## config.mk

```make
export PLATFORM = sky130hd
export DESIGN_NAME = i2c_master_transaction_engine_unit
export DESIGN_NICKNAME = d
export VERILOG_FILES = /design/src/rtl/i2cm_pkg.sv /design/src/rtl/i2c_master_transaction_engine_unit.sv /design/src/rtl/i2cm_front.sv /design/src/rtl/i2cm_queue.sv /design/src/rtl/i2cm_back.sv
export SDC_FILE = /design/constraint.sdc
export NUM_CORES = 1
export LEC_CHECK = 0
export BUFFER_PORTS_ARGS = -buffer_cell sky130_fd_sc_hd__buf_4
export CORE_MARGIN = 2
export CORE_UTILIZATION = 45
export DETAILED_ROUTE_END_ITERATION = 10
export HOLD_SLACK_MARGIN = 0.12
export PLACE_DENSITY_LB_ADDON = 0.12
export SYNTH_ARGS = -nofsm -noshare
export SYNTH_HDL_FRONTEND = slang
export SYNTH_SLANG_ARGS = --single-unit
```

## constraint.sdc

```tcl
create_clock -name clk -period 4.6 [get_ports clk]
set_input_delay 0.92 -clock clk [delete_from_list [all_inputs] [get_ports clk]]
set_output_delay 0.92 -clock clk [all_outputs]
set_load 0.02 [all_outputs]
```

## src/rtl/i2cm_pkg.sv

```systemverilog
// Shared types, constants and helpers for the I2C master transaction engine.
package i2cm_pkg;

    localparam int WRITE_DEPTH = 16;
    localparam int FILL_W      = $clog2(WRITE_DEPTH + 1);
    localparam int IDX_W       = (WRITE_DEPTH > 1) ? $clog2(WRITE_DEPTH) : 1;
    localparam int WLEN_W      = 5;
    localparam int RLEN_W      = 16;
    localparam int BYTE_W      = 8;
    localparam int BITCNT_W    = 3;
    localparam int QUEUE_DEPTH = 2;
    localparam int QCNT_W      = $clog2(QUEUE_DEPTH + 1);
    localparam int QPTR_W      = $clog2(QUEUE_DEPTH);

    localparam logic [BYTE_W-1:0] ADDR_DIR_BIT = 8'h01;
    localparam logic [BYTE_W-1:0] BYTE_MSB     = 8'h80;

    typedef enum logic [1:0] {
        OP_TICK  = 2'd0,
        OP_LOAD  = 2'd1,
        OP_WRITE = 2'd2,
        OP_READ  = 2'd3
    } op_t;

    typedef enum logic [1:0] {
        CMD_TICK,
        CMD_LOAD,
        CMD_START
    } kind_t;

    typedef enum logic [2:0] {
        PH_IDLE,
        PH_START,
        PH_SEND_BITS,
        PH_SEND_ACK,
        PH_RECV_BITS,
        PH_RECV_ACK,
        PH_STOP
    } phase_t;

    typedef enum logic [1:0] {
        STG_ADDR1,
        STG_WDATA,
        STG_ADDR2
    } stage_t;

    typedef struct packed {
        kind_t               kind;
        logic                is_read;
        logic                sda_in;
        logic [BYTE_W-1:0]   data_byte;
        logic [BYTE_W-1:0]   address;
        logic [FILL_W-1:0]   write_total;
        logic [RLEN_W-1:0]   recv_count;
    } cmd_t;

    typedef struct packed {
        logic              scl_level;
        logic              sda_level;
        logic              sda_listening;
        logic              busy_res;
        logic              read_valid;
        logic [BYTE_W-1:0] read_data;
        logic              read_last;
        logic              done_res;
        logic              success;
    } res_t;

    function automatic logic [FILL_W-1:0] sat_wlen(input logic [WLEN_W-1:0] wlen);
        logic [FILL_W-1:0] r;
        if (int'(wlen) > WRITE_DEPTH)
            r = FILL_W'(WRITE_DEPTH);
        else
            r = FILL_W'(wlen);
        return r;
    endfunction

endpackage

```

## src/rtl/i2c_master_transaction_engine_unit.sv

```systemverilog
// Top level of the I2C master transaction engine: front end, command queue, bus sequencer.
//
// Usage: each input transaction on s_axis is one bus tick (one delay interval).
// s_axis_tuser carries the operation (tick, load write byte, start write, start read);
// s_axis_tdata carries the SDA sample, data byte, device address and lengths.
// Every input transaction yields exactly one output transaction on m_axis with the SCL
// and SDA levels for that tick plus busy, received byte and done/success status;
// m_axis_tlast marks the final received byte of a read.
// Throughput: one tick per clock cycle while m_axis accepts results; a stalled m_axis holds the sequencer.
// With the queue empty, an accepted input is first stored in the queue and is then
// sequenced into the output register.
// A two-entry queue decouples input from the sequencer; when m_axis stalls the
// sequencer holds and the queue fills, then s_axis_tready drops.
// Write bytes are loaded while idle; a write to a full buffer is ignored.
// Reset returns the bus to idle (SCL and SDA released), empties the queue and clears
// the buffer fill count; the buffer contents are kept.
module i2c_master_transaction_engine_unit (
    input  logic        clk,
    input  logic        rst_n,
    input  logic        s_axis_tvalid,
    output logic        s_axis_tready,
    // [0] sda_in, [8:1] data_byte, [16:9] device_address, [21:17] send_count,
    // [37:22] recv_count, [39:38] zero
    input  logic [39:0] s_axis_tdata,
    // [1:0] operation
    input  logic [1:0]  s_axis_tuser,
    output logic        m_axis_tvalid,
    input  logic        m_axis_tready,
    // [0] scl_level, [1] sda_level, [2] sda_listening, [3] busy_res, [4] read_valid,
    // [12:5] read_data, [13] done_res, [14] success, [15] zero
    output logic [15:0] m_axis_tdata,
    // read_last
    output logic        m_axis_tlast
);

    i2cm_pkg::cmd_t push_cmd;
    i2cm_pkg::cmd_t head_cmd;
    i2cm_pkg::res_t res;
    logic           q_ready;
    logic           q_push;
    logic           q_valid;
    logic           q_pop;

    i2cm_front u_front (
        .s_axis_tvalid (s_axis_tvalid),
        .s_axis_tready (s_axis_tready),
        .s_axis_tdata  (s_axis_tdata),
        .s_axis_tuser  (s_axis_tuser),
        .q_ready       (q_ready),
        .q_push        (q_push),
        .q_cmd         (push_cmd)
    );

    i2cm_queue u_queue (
        .clk      (clk),
        .rst_n    (rst_n),
        .push     (q_push),
        .push_cmd (push_cmd),
        .ready    (q_ready),
        .pop      (q_pop),
        .valid    (q_valid),
        .head_cmd (head_cmd)
    );

    i2cm_back u_back (
        .clk       (clk),
        .rst_n     (rst_n),
        .q_valid   (q_valid),
        .q_cmd     (head_cmd),
        .q_pop     (q_pop),
        .out_valid (m_axis_tvalid),
        .out_ready (m_axis_tready),
        .out_res   (res)
    );

    assign m_axis_tdata = {1'b0, res.success, res.done_res, res.read_data, res.read_valid,
                           res.busy_res, res.sda_listening, res.sda_level, res.scl_level};
    assign m_axis_tlast = res.read_last;

endmodule

```

## src/rtl/i2cm_front.sv

```systemverilog
// Front end: takes input transactions, decodes the operation and queues a command.
module i2cm_front (
    input  logic                s_axis_tvalid,
    output logic                s_axis_tready,
    input  logic [39:0]         s_axis_tdata,
    input  logic [1:0]          s_axis_tuser,
    input  logic                q_ready,
    output logic                q_push,
    output i2cm_pkg::cmd_t      q_cmd
);

    logic [i2cm_pkg::BYTE_W-1:0] addr;

    assign s_axis_tready = q_ready;
    assign q_push        = s_axis_tvalid & q_ready;
    assign addr          = s_axis_tdata[16:9];

    always_comb
    begin
        q_cmd             = '0;
        q_cmd.sda_in      = s_axis_tdata[0];
        q_cmd.data_byte   = s_axis_tdata[8:1];
        q_cmd.write_total = i2cm_pkg::sat_wlen(s_axis_tdata[21:17]);
        q_cmd.recv_count  = s_axis_tdata[37:22];
        q_cmd.address     = addr;
        q_cmd.kind        = i2cm_pkg::CMD_TICK;
        q_cmd.is_read     = 1'b0;
        case (i2cm_pkg::op_t'(s_axis_tuser))
            i2cm_pkg::OP_LOAD:
            begin
                q_cmd.kind = i2cm_pkg::CMD_LOAD;
            end
            i2cm_pkg::OP_WRITE:
            begin
                q_cmd.kind = i2cm_pkg::CMD_START;
            end
            i2cm_pkg::OP_READ:
            begin
                q_cmd.kind    = i2cm_pkg::CMD_START;
                q_cmd.is_read = 1'b1;
                q_cmd.address = addr & ~i2cm_pkg::ADDR_DIR_BIT;
            end
            default:
            begin
                q_cmd.kind = i2cm_pkg::CMD_TICK;
            end
        endcase
    end

endmodule

```

## src/rtl/i2cm_queue.sv

```systemverilog
// Short command queue between front end and bus sequencer.
module i2cm_queue (
    input  logic           clk,
    input  logic           rst_n,
    input  logic           push,
    input  i2cm_pkg::cmd_t push_cmd,
    output logic           ready,
    input  logic           pop,
    output logic           valid,
    output i2cm_pkg::cmd_t head_cmd
);

    i2cm_pkg::cmd_t                   entry_reg [i2cm_pkg::QUEUE_DEPTH];
    logic [i2cm_pkg::QPTR_W-1:0]      wptr_reg, wptr_next;
    logic [i2cm_pkg::QPTR_W-1:0]      rptr_reg, rptr_next;
    logic [i2cm_pkg::QCNT_W-1:0]      count_reg, count_next;

    assign ready    = count_reg != i2cm_pkg::QCNT_W'(i2cm_pkg::QUEUE_DEPTH);
    assign valid    = count_reg != '0;
    assign head_cmd = entry_reg[rptr_reg];

    always_comb
    begin
        wptr_next  = wptr_reg;
        rptr_next  = rptr_reg;
        count_next = count_reg;
        if (push)
            wptr_next = wptr_reg + 1'b1;
        if (pop)
            rptr_next = rptr_reg + 1'b1;
        if (push && !pop)
            count_next = count_reg + 1'b1;
        else if (!push && pop)
            count_next = count_reg - 1'b1;
    end

    always_ff @(posedge clk or negedge rst_n)
    begin
        if (!rst_n)
        begin
            wptr_reg  <= '0;
            rptr_reg  <= '0;
            count_reg <= '0;
        end
        else
        begin
            wptr_reg  <= wptr_next;
            rptr_reg  <= rptr_next;
            count_reg <= count_next;
        end
    end

    always_ff @(posedge clk)
    begin
        if (push)
            entry_reg[wptr_reg] <= push_cmd;
    end

endmodule

```

## src/rtl/i2cm_back.sv

```systemverilog
// Bus sequencer: one tick per command, drives SCL/SDA and registers the result.
module i2cm_back (
    input  logic           clk,
    input  logic           rst_n,
    input  logic           q_valid,
    input  i2cm_pkg::cmd_t q_cmd,
    output logic           q_pop,
    output logic           out_valid,
    input  logic           out_ready,
    output i2cm_pkg::res_t out_res
);

    localparam int FW = i2cm_pkg::FILL_W;
    localparam int RW = i2cm_pkg::RLEN_W;
    localparam int BW = i2cm_pkg::BYTE_W;

    i2cm_pkg::phase_t               phase_reg, phase_next, phase_eff;
    i2cm_pkg::stage_t               stage_reg, stage_next, stage_eff;
    logic [1:0]                     sub_reg, sub_next, sub_eff;
    logic [BW-1:0]                  shift_reg, shift_next, shift_eff;
    logic [i2cm_pkg::BITCNT_W-1:0]  bit_reg, bit_next;
    logic [RW-1:0]                  bcount_reg, bcount_next;
    logic [FW-1:0]                  fill_reg, fill_next;
    logic [FW-1:0]                  wtotal_reg, wtotal_next;
    logic [RW-1:0]                  rtotal_reg, rtotal_next;
    logic [BW-1:0]                  addr_reg, addr_next;
    logic                           rmode_reg, rmode_next;
    logic                           failed_reg, failed_next;
    logic                           latch_reg, latch_next;
    logic [BW-1:0]                  wbuf_reg [i2cm_pkg::WRITE_DEPTH];
    logic                           wbuf_we;
    logic                           out_valid_reg;
    i2cm_pkg::res_t                 out_res_reg, res;

    logic                           step;
    logic                           is_idle;
    logic                           last;
    logic [RW-1:0]                  next_idx;
    logic [BW-1:0]                  wbuf_rd;

    assign step      = q_valid & (~out_valid_reg | out_ready);
    assign q_pop     = step;
    assign out_valid = out_valid_reg;
    assign out_res   = out_res_reg;
    assign is_idle   = phase_reg == i2cm_pkg::PH_IDLE;
    assign last      = ({1'b0, bcount_reg} + (RW + 1)'(1)) >= {1'b0, rtotal_reg};
    assign next_idx  = (stage_reg == i2cm_pkg::STG_ADDR1) ? '0 : bcount_reg + 1'b1;
    assign wbuf_rd   = wbuf_reg[next_idx[i2cm_pkg::IDX_W-1:0]];
    assign wbuf_we   = step && is_idle && q_cmd.kind == i2cm_pkg::CMD_LOAD
                       && fill_reg != FW'(i2cm_pkg::WRITE_DEPTH);

    // Idle-time command handling: a start turns this tick into the first start tick.
    always_comb
    begin
        phase_eff   = phase_reg;
        stage_eff   = stage_reg;
        sub_eff     = sub_reg;
        shift_eff   = shift_reg;
        fill_next   = fill_reg;
        wtotal_next = wtotal_reg;
        rtotal_next = rtotal_reg;
        addr_next   = addr_reg;
        rmode_next  = rmode_reg;
        if (is_idle)
        begin
            case (q_cmd.kind)
                i2cm_pkg::CMD_LOAD:
                begin
                    if (fill_reg != FW'(i2cm_pkg::WRITE_DEPTH))
                        fill_next = fill_reg + 1'b1;
                end
                i2cm_pkg::CMD_START:
                begin
                    rmode_next  = q_cmd.is_read;
                    wtotal_next = q_cmd.write_total;
                    rtotal_next = q_cmd.recv_count;
                    addr_next   = q_cmd.address;
                    fill_next   = '0;
                    phase_eff   = i2cm_pkg::PH_START;
                    sub_eff     = 2'd0;
                    shift_eff   = q_cmd.address;
                    stage_eff   = i2cm_pkg::STG_ADDR1;
                end
                default:
                begin
                    fill_next = fill_reg;
                end
            endcase
        end
    end

    // Next state of the sequencer.
    always_comb
    begin
        phase_next  = phase_eff;
        stage_next  = stage_eff;
        sub_next    = sub_eff;
        shift_next  = shift_eff;
        bit_next    = bit_reg;
        bcount_next = bcount_reg;
        failed_next = failed_reg;
        latch_next  = latch_reg;
        if (is_idle && q_cmd.kind == i2cm_pkg::CMD_START)
        begin
            failed_next = 1'b0;
            bcount_next = '0;
        end
        case (phase_eff)
            i2cm_pkg::PH_START:
            begin
                latch_next = (sub_eff == 2'd0);
                if (sub_eff >= 2'd2)
                begin
                    phase_next = i2cm_pkg::PH_SEND_BITS;
                    sub_next   = 2'd0;
                    bit_next   = '0;
                end
                else
                begin
                    sub_next = sub_eff + 2'd1;
                end
            end
            i2cm_pkg::PH_SEND_BITS:
            begin
                if (sub_eff == 2'd0)
                begin
                    sub_next = 2'd1;
                end
                else if (sub_eff == 2'd1)
                begin
                    latch_next = |(shift_eff & i2cm_pkg::BYTE_MSB);
                    sub_next   = 2'd2;
                end
                else
                begin
                    shift_next = {shift_eff[BW-2:0], 1'b0};
                    sub_next   = 2'd0;
                    bit_next   = bit_reg + 1'b1;
                    if (&bit_reg)
                        phase_next = i2cm_pkg::PH_SEND_ACK;
                end
            end
            i2cm_pkg::PH_SEND_ACK:
            begin
                if (sub_eff == 2'd0)
                begin
                    sub_next = 2'd1;
                end
                else
                begin
                    sub_next = 2'd0;
                    if (q_cmd.sda_in)
                    begin
                        failed_next = 1'b1;
                        phase_next  = i2cm_pkg::PH_STOP;
                    end
                    else if (stage_eff == i2cm_pkg::STG_ADDR2)
                    begin
                        if (rtotal_reg != '0)
                        begin
                            phase_next  = i2cm_pkg::PH_RECV_BITS;
                            bit_next    = '0;
                            bcount_next = '0;
                            shift_next  = '0;
                        end
                        else
                        begin
                            phase_next = i2cm_pkg::PH_STOP;
                        end
                    end
                    else
                    begin
                        bcount_next = next_idx;
                        if (next_idx < RW'(wtotal_reg))
                        begin
                            phase_next = i2cm_pkg::PH_SEND_BITS;
                            bit_next   = '0;
                            shift_next = wbuf_rd;
                            stage_next = i2cm_pkg::STG_WDATA;
                        end
                        else if (rmode_reg)
                        begin
                            phase_next = i2cm_pkg::PH_START;
                            shift_next = addr_reg | i2cm_pkg::ADDR_DIR_BIT;
                            stage_next = i2cm_pkg::STG_ADDR2;
                        end
                        else
                        begin
                            phase_next = i2cm_pkg::PH_STOP;
                        end
                    end
                end
            end
            i2cm_pkg::PH_RECV_BITS:
            begin
                if (sub_eff == 2'd0)
                begin
                    shift_next = {shift_eff[BW-2:0], q_cmd.sda_in};
                    sub_next   = 2'd1;
                end
                else
                begin
                    sub_next = 2'd0;
                    bit_next = bit_reg + 1'b1;
                    if (&bit_reg)
                        phase_next = i2cm_pkg::PH_RECV_ACK;
                end
            end
            i2cm_pkg::PH_RECV_ACK:
            begin
                latch_next = last;
                if (sub_eff == 2'd0)
                begin
                    sub_next = 2'd1;
                end
                else
                begin
                    latch_next  = 1'b1;
                    bcount_next = bcount_reg + 1'b1;
                    sub_next    = 2'd0;
                    shift_next  = '0;
                    phase_next  = last ? i2cm_pkg::PH_STOP : i2cm_pkg::PH_RECV_BITS;
                end
            end
            i2cm_pkg::PH_STOP:
            begin
                if (sub_eff == 2'd0)
                begin
                    latch_next = 1'b0;
                    sub_next   = 2'd1;
                end
                else if (sub_eff == 2'd1)
                begin
                    latch_next = 1'b0;
                    sub_next   = 2'd2;
                end
                else
                begin
                    latch_next = 1'b1;
                    phase_next = i2cm_pkg::PH_IDLE;
                    sub_next   = 2'd0;
                end
            end
            default:
            begin
                phase_next = i2cm_pkg::PH_IDLE;
            end
        endcase
    end

    // Pin levels and status for this tick.
    always_comb
    begin
        res           = '0;
        res.scl_level = 1'b1;
        res.sda_level = 1'b1;
        case (phase_eff)
            i2cm_pkg::PH_START:
            begin
                res.busy_res  = 1'b1;
                res.sda_level = (sub_eff == 2'd0);
                res.scl_level = (sub_eff < 2'd2);
            end
            i2cm_pkg::PH_SEND_BITS:
            begin
                res.busy_res  = 1'b1;
                res.scl_level = (sub_eff >= 2'd2);
                res.sda_level = (sub_eff == 2'd1) ? |(shift_eff & i2cm_pkg::BYTE_MSB)
                                                  : latch_reg;
            end
            i2cm_pkg::PH_SEND_ACK:
            begin
                res.busy_res      = 1'b1;
                res.sda_listening = 1'b1;
                res.scl_level     = (sub_eff != 2'd0);
            end
            i2cm_pkg::PH_RECV_BITS:
            begin
                res.busy_res      = 1'b1;
                res.sda_listening = 1'b1;
                res.scl_level     = (sub_eff == 2'd0);
            end
            i2cm_pkg::PH_RECV_ACK:
            begin
                res.busy_res   = 1'b1;
                res.sda_level  = last;
                res.scl_level  = (sub_eff == 2'd0);
                res.read_valid = (sub_eff == 2'd0);
                res.read_data  = (sub_eff == 2'd0) ? shift_eff : '0;
                res.read_last  = (sub_eff == 2'd0) & last;
            end
            i2cm_pkg::PH_STOP:
            begin
                res.busy_res  = 1'b1;
                res.scl_level = (sub_eff != 2'd0);
                res.sda_level = (sub_eff >= 2'd2);
                res.done_res  = (sub_eff >= 2'd2);
                res.success   = (sub_eff >= 2'd2) & ~failed_reg;
            end
            default:
            begin
                res.scl_level = 1'b1;
            end
        endcase
    end

    always_ff @(posedge clk or negedge rst_n)
    begin
        if (!rst_n)
        begin
            phase_reg     <= i2cm_pkg::PH_IDLE;
            stage_reg     <= i2cm_pkg::STG_ADDR1;
            sub_reg       <= '0;
            shift_reg     <= '0;
            bit_reg       <= '0;
            bcount_reg    <= '0;
            fill_reg      <= '0;
            wtotal_reg    <= '0;
            rtotal_reg    <= '0;
            addr_reg      <= '0;
            rmode_reg     <= 1'b0;
            failed_reg    <= 1'b0;
            latch_reg     <= 1'b1;
            out_valid_reg <= 1'b0;
        end
        else
        begin
            if (step)
            begin
                phase_reg  <= phase_next;
                stage_reg  <= stage_next;
                sub_reg    <= sub_next;
                shift_reg  <= shift_next;
                bit_reg    <= bit_next;
                bcount_reg <= bcount_next;
                fill_reg   <= fill_next;
                wtotal_reg <= wtotal_next;
                rtotal_reg <= rtotal_next;
                addr_reg   <= addr_next;
                rmode_reg  <= rmode_next;
                failed_reg <= failed_next;
                latch_reg  <= latch_next;
            end
            if (step)
                out_valid_reg <= 1'b1;
            else if (out_ready)
                out_valid_reg <= 1'b0;
        end
    end

    always_ff @(posedge clk)
    begin
        if (step)
            out_res_reg <= res;
        if (wbuf_we)
            wbuf_reg[fill_reg[i2cm_pkg::IDX_W-1:0]] <= q_cmd.data_byte;
    end

endmodule
```

==> flow_metrics.tcl, run 1 <==
set metrics [dict create \
    n_fill_cell 2684 \
    grt_pass1_vias 9296 \
    synth_area_leaders "edfxtp_1 (48%), dfrtp_1 (13%), mux2i_1 (3.1%), nand2_1 (2.8%), nor2_1 (2.6%)" \
    cts_resized 0 \
    io_pins 65 \
    grt_max_degree 76 \
    ys_ff_latch 301 \
    vdd_ir_drop_max_uv 286.2 \
    rr_worst_depth 12 \
    largest_reg_flops 128 \
    r2r-start "u_back.bcount_reg[1]" \
    regArea_um2 8666 \
    yosys-mux-area-fraction_pct 6.010 \
    nNetsFinal 1291 \
    grt_overflow 0 \
    slowest_delay_ps 660 \
    ctsRootBufferMaster "clkbuf_16" \
    p_leak_nw 6.049 \
    holdPathStages 1 \
    postSynthAreaPerCell_um2 12.26 \
    synth_top_area_share_pct 47.94 \
    hold-path-endpoint "u_back.bit_reg[0]" \
    min_period_ps 4066 \
    finalSetupViolCount 0 \
    worst_clock_skew_ps 24.21 \
    grt_pass1_wl_um 54670 \
    start_util_pct 46.04 \
    p_comb_share_pct 35.5 \
    clock_path_buffers 3 \
    wl_per_cell_um 21.36 \
    p_int_mw 6.457 \
    cp-end-kind "flop" \
    initialDrtViolationCount 902 \
    r2r_end "u_back.out_res[14]" \
    synth_nets 1229 \
    path_max_fanout 8 \
    grt_setup_unrepaired "no" \
    postSynthCellCount 1155 \
    relSlewSlack_pct 23.01 \
    holdWs_ps 501.2 \
    hold_class "reg2reg" \
    fmax_ghz 0.2460 \
    fp.dieH_um 181.4 \
    drv_cap 0 \
    post-route-period-util_pct 88.39 \
    post_synth_xor_area_fraction_pct 1.485 \
    yosysTopAreaCell "edfxtp_1" \
    cts_sinks 301 \
    drt-vias-per-instance 5.853 \
    cp_common_cell "ha_1" \
    hold_buffers 0 \
    synth_ff_type "edfxtp_1" \
    slew_viol_final 0 \
    crit_chain "ha_1 -> nand4_1 -> or3_1 -> xnor2_1 -> ha_1 -> and4_1 -> nand3_1 -> nor4_1 -> a311o_1 -> a211oi_1 -> nor2_1 -> a211o_1" \
    slowest_stage "a211oi_1" \
    synth_commonest_cells "edfxtp_1 (226), nand2_1 (105), nor2_1 (99)" \
    synth-edff-count 226 \
    synth_compound_area_share_pct 13.50 \
    worst_pin_slew_ps 1151 \
    switching_share_pct 36.86 \
    first_pass_iters 6 \
    synthSimpleGateAreaFrac_pct 11.52 \
    power.density_nw_per_um2 633.5 \
    clk_pin_slew_ps 60 \
    post-place-ws_ps 596.7 \
    gp_congestion 0.9294 \
    reg2reg_slack_ps 530 \
    fin_tns_setup_ps 0 \
    fp.dieArea_um2 32900 \
    ant_nets 0 \
    diodes 0 \
    core_region_area_um2 30750 \
    cp-start-kind "flop" \
    layout_setup_ws_ps 534.3 \
    hp-start "u_back.bit_reg[0]" \
    wl_um 34980 \
    worstPathRequired_ps 4850 \
    synthAdderAreaFrac_pct 2.545 \
    ys_types 92 \
    status "completed" \
    clkLatencyLatePin_ps 520 \
    vias 9588 \
    synthesis.area_um2 14160 \
    path_class "reg2reg" \
    antenna_found_initial 0 \
    switchingPower_mw 3.770 \
    seq_area_frac_synth_pct 61.20 \
    yosysMostFrequentCell "edfxtp_1" \
    portBuffers 61 \
    htreeDepth 2 \
    p_clk_share_pct 25.9 \
    final_layout_size_suffix_gt1_share_pct 16.83 \
    synthArstFlopShare_pct 24.92 \
    p_seq_share_pct 38.6 \
    synth_top_family_by_area "compound AO/OA/AOI/OAI gates" \
    cts_setup_buffers 0 \
    cts_buffers 34 \
    die_w_um 181.4 \
    multi_input_area_um2 4986 \
    grt_usage_pct 21.50 \
    hold_viol_final 0 \
    area_growth_pct 14.02 \
    drc_errors 0 \
    fp-row-count 64 \
    cts_tree "done" \
    ys.warnings.count 0 \
    hpwl_um 23570 \
    critical_path_arrival_ps 4320 \
]
[cells by family (layout without fill, tap and decap cells)]
kind of cell | count (synthesis) | count (layout)
DFF | 301 | 301
adders and majority gates | 29 | 29
other | 1 | 1
muxes | 73 | 73
and+or+nand+nor | 345 | 345
xor gates and xnor gates | 21 | 21
AOI/OAI and AO/OA | 267 | 267
buffers and inverters | 118 | 205
[how the worst max path moves through the flow]
stage | start | to | slack (ps) | cells past startpoint
2_1_floorplan | u_back.bcount_reg[0] | u_back.out_res[14] | 1300 | 14
3_3_place_gp | u_back.bcount_reg[1] | u_back.out_res[14] | 640 | 12
3_5_place_dp | u_back.bcount_reg[1] | u_back.out_res[14] | 600 | 12
4_1_cts | u_back.bcount_reg[1] | u_back.out_res[14] | 560 | 12
5_1_grt | u_back.bcount_reg[1] | u_back.out_res[14] | 260 | 12
6_report | u_back.bcount_reg[1] | u_back.out_res[14] | 530 | 12
[power by group through the flow]
stage	Sequential [mW]	Clock [mW]	Combinational, mW
final	3.95	2.65	3.63
after global routing	4.01	2.83	3.97
after CTS	3.95	2.71	3.64
after detailed placement	4.01	0	3.61
after global placement	3.99	0	3.59
after floorplan	3.94	0	2.45
[cell usage in the layout, fill, tap and decap left out, types with 13 or more instances in the layout]
master	n
mux2_2	20
o21ai_0	29
a21o_1	13
nand4_1	17
edfxtp_1	226
nand2_1	105
inv_1	39
ha_1	28
dfrtp_1	73
clkbuf_16	35
nand2b_1	13
nor3_1	18
mux2i_1	44
a31oi_1	16
a221oi_1	13
a21oi_1	66
buf_4	96
nor2_1	98
nand3_1	32
[worst max-delay path, delay by kind of cell (launching register included)]
kind / cells / cell delay [ps]
flip-flops: 1 / 430
AO/OA/AOI/OAI: 3 / 1280
XOR/XNOR: 1 / 170
adder cells (fa/ha/maj): 2 / 690
AND/OR/NAND/NOR: 6 / 1200
[layer usage]
metal	global-route usage (%)	wire length [um]	vias to the layer above
met4	7.382	1084	0
li1	-	-	4482
met1	30.03	15920	4736
met5	0	0	-
met2	34.80	16370	306
met3	2.908	1615	64
[metrics by stage]
step / cells / total power, mW / instance area, um^2 / utilization [%]
after floorplan: 1155 / 6.391 / 14160 / -
after global placement: 1577 / 7.581 / 15050 / 48.94
after detailed placement: 1577 / 7.618 / 15050 / 48.94
after CTS: 1638 / 10.29 / 16140 / 52.49
after global routing: 1638 / 10.80 / 16140 / 52.49
final: 1638 / 10.23 / 16140 / 52.49
[final cells by class]
class / count / share of cell area [%]
sequential: 301 / 53.69
multi-input combinational: 736 / 30.89
clock buffer: 43 / 5.612
timing repair buffer: 96 / 4.465
tap: 396 / 3.070
clock inverter: 18 / 1.163
inverter: 48 / 1.116
Note: power is estimated with default switching activity, not from simulation.
==> run 2: changes to the inputs <==
--- a/config.mk
+++ b/config.mk
@@ -8,9 +8,11 @@
 export BUFFER_PORTS_ARGS = -buffer_cell sky130_fd_sc_hd__buf_4
 export CORE_MARGIN = 2
 export CORE_UTILIZATION = 45
+export CTS_BUF_LIST = sky130_fd_sc_hd__clkbuf_4 sky130_fd_sc_hd__clkbuf_8 sky130_fd_sc_hd__clkbuf_16
 export DETAILED_ROUTE_END_ITERATION = 10
 export HOLD_SLACK_MARGIN = 0.12
 export PLACE_DENSITY_LB_ADDON = 0.12
+export SETUP_SLACK_MARGIN = 0.15
 export SYNTH_ARGS = -nofsm -noshare
 export SYNTH_HDL_FRONTEND = slang
 export SYNTH_SLANG_ARGS = --single-unit
==> flow_metrics.tcl, run 2 (same netlist as run 1, synthesis figures left out) <==
set metrics [dict create \
    status "completed" \
    p_seq_share_pct 38.4 \
    start_util_pct 46.04 \
    final_cell_mix "edfxtp_1 (226), nand2_1 (105), nor2_1 (98), buf_4 (96), dfrtp_1 (73)" \
    cp-end-kind "flop" \
    path_class "reg2reg" \
    hold_buffers 0 \
    clock_path_buffers 3 \
    switching_share_pct 36.73 \
    slowest_delay_ps 660 \
    reg2reg_slack_ps 540 \
    p_leak_nw 6.077 \
    hold_viol_final 0 \
    grt_pass1_wl_um 54650 \
    ctsRootBufferMaster "clkbuf_16" \
    diodes 0 \
    cp-start-kind "flop" \
    holdPathStages 1 \
    cts_buffers 34 \
    cts_tree "done" \
    vdd_ir_drop_max_uv 315.2 \
    crit_chain "ha_1 -> nand4_1 -> or3_1 -> xnor2_1 -> ha_1 -> and4_1 -> nand3_1 -> nor4_1 -> a311o_1 -> a211oi_1 -> nor2_1 -> a211o_1" \
    placedInstanceArea_um2 15050 \
    min_period_ps 4058 \
    fin_tns_setup_ps 0 \
    grt_setup_unrepaired "no" \
    fp.dieH_um 181.4 \
    slew_viol_final 0 \
    grt_usage_pct 21.51 \
    p_int_mw 6.504 \
    hpwl_um 23570 \
    first_pass_iters 6 \
    cp_common_cell "ha_1" \
    path_max_fanout 8 \
    critical_path_arrival_ps 4310 \
    wl_per_cell_um 21.39 \
    power.density_nw_per_um2 635.7 \
    fmax_ghz 0.2464 \
    wl_um 35040 \
    fp-row-count 64 \
    utilization_pct 52.59 \
    hp-start "u_back.bit_reg[0]" \
    grt_overflow 0 \
    p_comb_share_pct 35.3 \
    fp.dieArea_um2 32900 \
    rr_worst_depth 12 \
    p_clk_share_pct 26.2 \
    drc_errors 0 \
    layout_commonest_cell "edfxtp_1" \
    cts_sinks 301 \
    cts_resized 0 \
    r2r-start "u_back.bcount_reg[1]" \
    die_w_um 181.4 \
    finalSetupViolCount 0 \
    htreeDepth 2 \
    area_growth_pct 14.23 \
    design_area_um2 16170 \
    cts_setup_buffers 0 \
    slowest_stage "a211oi_1" \
    power_mw 10.28 \
    largest_reg_flops 128 \
    antenna_found_initial 0 \
    worstPathRequired_ps 4850 \
    drt-vias-per-instance 5.853 \
    post-route-period-util_pct 88.22 \
    final_layout_size_suffix_gt1_share_pct 17.47 \
    r2r_end "u_back.out_res[14]" \
    drv_cap 0 \
    clkLatencyLatePin_ps 520 \
    worstSetupStartpoint "u_back.bcount_reg[1]" \
    relSlewSlack_pct 20.00 \
    clk_pin_slew_ps 60 \
    grt_pass1_vias 9270 \
    portBuffers 61 \
    worst_clock_skew_ps 24.33 \
    io_pins 65 \
    worst_pin_slew_ps 1196 \
    vias 9587 \
    gp_congestion 0.9294 \
    switchingPower_mw 3.776 \
    grt_max_degree 76 \
    core_region_area_um2 30750 \
    ant_nets 0 \
    hold-path-endpoint "u_back.bit_reg[0]" \
    hold_class "reg2reg" \
    initialDrtViolationCount 914 \
    nNetsFinal 1291 \
]
run 2: cell types whose count changed in the layout (fill, tap and decap cells not counted):
cell,previous run,this run
clkbuf_1,8,0
clkbuf_4,0,8
run 2: critical path: cells and delay by family (launching register included):
kind	cells	cell delay [ps]
xor gates and xnor gates	1	170
adders and majority gates	2	690
DFF	1	430
AOI/OAI and AO/OA	3	1280
and+or+nand+nor	6	1200
run 2: stage by stage:
| step | setup WS, ps | hold slack [ps] | std cells |
|---|---|---|---|
| after global routing | 265.4 | 523.7 | 1638 |
| after detailed placement | 596.7 | 495.8 | 1577 |
| final | 542.1 | 501.1 | 1638 |
| after CTS | 555.5 | 502.6 | 1638 |
| after floorplan | 1303 | 455.7 | 1155 |
| after global placement | 642.0 | 477.9 | 1577 |
run 2: how the worst max path moves through the flow:
stage / cells past startpoint / slack (ps) / to
global placement: 12 / 640 / u_back.out_res[14]
finish: 12 / 540 / u_back.out_res[14]
CTS: 12 / 560 / u_back.out_res[14]
floorplan: 14 / 1300 / u_back.out_res[14]
detailed placement: 12 / 600 / u_back.out_res[14]
global route: 12 / 270 / u_back.out_res[14]
run 2: layer usage:
layer,vias to the layer above,share of wire [%],track usage (%)
met3,61,4.3,2.828
met1,4757,46,30.21
met4,0,3.1,7.642
met5,-,0,0
met2,283,47,34.59
li1,4486,-,-
run 2: power by group through the flow:
stage	Sequential (mW)	Clock, mW	Combinational (mW)
after detailed placement	4.01	0	3.61
after global routing	4.01	2.88	3.97
after floorplan	3.94	0	2.45
final	3.95	2.70	3.63
after global placement	3.99	0	3.59
after CTS	3.95	2.76	3.64
run 2: layout make-up:
| class | instances | area, um^2 |
|---|---|---|
| Fill cell | 2677 | 14580 |
| Sequential cell | 301 | 8666 |
| Multi-Input combinational cell | 736 | 4986 |
| Clock buffer | 43 | 935.9 |
| Timing Repair Buffer | 96 | 720.7 |
| Tap cell | 396 | 495.5 |
| Clock inverter | 18 | 187.7 |
| Inverter | 48 | 180.2 |
==> run 3: changes to the inputs <==
--- a/config.mk
+++ b/config.mk
@@ -7,8 +7,9 @@
 export LEC_CHECK = 0
 export BUFFER_PORTS_ARGS = -buffer_cell sky130_fd_sc_hd__buf_4
 export CORE_MARGIN = 2
-export CORE_UTILIZATION = 45
+export CORE_UTILIZATION = 30
 export CTS_BUF_LIST = sky130_fd_sc_hd__clkbuf_4 sky130_fd_sc_hd__clkbuf_8 sky130_fd_sc_hd__clkbuf_16
+export CTS_CLUSTER_DIAMETER = 50
 export DETAILED_ROUTE_END_ITERATION = 10
 export HOLD_SLACK_MARGIN = 0.12
 export PLACE_DENSITY_LB_ADDON = 0.12
==> flow_metrics.tcl, run 3 (same netlist as run 1, synthesis figures left out) <==
set metrics [dict create \
    status "completed" \
    finalSetupViolCount 0 \
    worstSetupStartpoint "u_back.bcount_reg[2]" \
    layout_setup_ws_ps 563.8 \
    gp_congestion 0.8818 \
    ant_nets 0 \
    cp-end-kind "flop" \
    first_pass_iters 5 \
    clkLatencyLatePin_ps 570 \
    critPathCapture "u_back.shift_reg[1]" \
    initialDrtViolationCount 827 \
    area_growth_pct 17.63 \
    largest_reg_flops 128 \
    utilization_pct 35.77 \
    worstPathRequired_ps 5080 \
    cts_buffers 40 \
    wl_per_cell_um 21.04 \
    cts_tree "done" \
    layout_commonest_cell "edfxtp_1" \
    use_met2_pct 24.89 \
    hold_viol_final 0 \
    met1_usage_pct 22.59 \
    grt_use_met3_pct 3.067 \
    io_pins 65 \
    drc_errors 0 \
    worst_pin_slew_ps 1025 \
    die_w_um 221.2 \
    drt-vias-per-instance 5.164 \
    crit_chain "and3_1 -> xnor2_4 -> inv_2 -> nand2_2 -> inv_2 -> ha_1 -> o211ai_1 -> a31o_2 -> a21boi_0 -> a221oi_1 -> nand2_1 -> buf_4 -> a221o_1 -> o211ai_1" \
    htreeDepth 2 \
    grt_overflow 0 \
    final_cell_mix "edfxtp_1 (226), nand2_1 (105), nor2_1 (98), buf_4 (97), dfrtp_1 (73)" \
    vdd_ir_drop_max_uv 338.9 \
    post-place-ws_ps 426.1 \
    path_class "reg2reg" \
    portBuffers 61 \
    busiest_layer "met2" \
    slew_viol_final 0 \
    r2r_end "u_back.shift_reg[1]" \
    grt_max_degree 50 \
    post-route-period-util_pct 87.74 \
    rr_worst_depth 14 \
    hpwl_um 26230 \
    clk_pin_slew_ps 60 \
    final_layout_size_suffix_gt1_share_pct 18.65 \
    clock_path_buffers 3 \
    hold_class "in2async" \
    worst_clock_skew_ps 27.66 \
    fin_tns_setup_ps 0 \
    min_period_ps 4036 \
    core_region_area_um2 46560 \
    power_mw 10.80 \
    drv_cap 0 \
    path_max_fanout 21 \
    fp.dieArea_um2 48940 \
    grt_setup_unrepaired "no" \
    cts_setup_buffers 0 \
    slowest_delay_ps 590 \
    relSlewSlack_pct 31.70 \
    antenna_found_initial 0 \
    vias 9616 \
    wl_um 39180 \
    cp-start-kind "flop" \
    diodes 0 \
    ctsRootBufferMaster "clkbuf_16" \
    cts_resized 0 \
    nNetsFinal 1298 \
    r2r-start "u_back.bcount_reg[2]" \
    power.density_nw_per_um2 648.5 \
    cts_sinks 301 \
    grt_pass1_wl_um 60780 \
    dp_cells 1789 \
    fp-row-count 79 \
    critical_path_arrival_ps 4510 \
    slowest_stage "dfrtp_1" \
    finalNonFillerCells 1862 \
    reg2reg_slack_ps 560 \
    grt_pass1_vias 9656 \
    hold_buffers 0 \
    grt_usage_pct 16.15 \
    fp.dieH_um 221.2 \
    p_leak_nw 6.184 \
    start_util_pct 30.41 \
    fmax_ghz 0.2478 \
    n_fill_cell 4561 \
]
run 3: final cells by class:
class	count	area, um^2	share of cell area [%]
flip-flops and latches	301	8666	52.04
inverters	48	180.2	1.082
clock buffers	48	1085	6.514
well taps	607	759.5	4.560
repair buffers	97	728.2	4.373
clock inverters	25	244.0	1.465
multi-input cells	736	4991	29.97
run 3: report_power, final:
group | internal (mW) | switching [mW]
sequential | 3.61 | 0.343
clock | 1.84 | 1.27
combinational | 1.28 | 2.46
run 3: worst max-delay path, delay by kind of cell, from the launching register on:
kind            cells  cell delay (ps)
compound gates      6             1290
simple gates        3              960
flops               1              590
buf+inv             3              560
fa+ha+maj           1              300
xor+xnor            1              240
run 3: per-stage QoR:
step	area (um^2)	hold WS (ps)
after floorplan	14160	455.7
after global placement	15320	472.8
after detailed placement	15320	478.0
after CTS	16650	430.3
after global routing	16650	456.7
final	16650	409.8
run 3: how the worst min path moves through the flow:
stage | start | to | slack (ps) | depth (start not counted)
2_1_floorplan | u_back.bit_reg[0] | u_back.bit_reg[0] | 460 | 1
3_3_place_gp | u_back.bit_reg[0] | u_back.bit_reg[0] | 470 | 1
3_5_place_dp | u_back.bit_reg[0] | u_back.bit_reg[0] | 480 | 1
4_1_cts | rst_n | u_back.out_valid | 430 | 1
5_1_grt | rst_n | u_back.out_valid | 460 | 1
6_report | rst_n | u_back.out_valid | 410 | 1
run 3: metal layers:
| metal | share of wire, % | wire [um] |
|---|---|---|
| met3 | 5.4 | 2108 |
| met4 | 3.2 | 1264 |
| met5 | 0 | 0 |
| met2 | 46 | 17920 |
| met1 | 46 | 17890 |
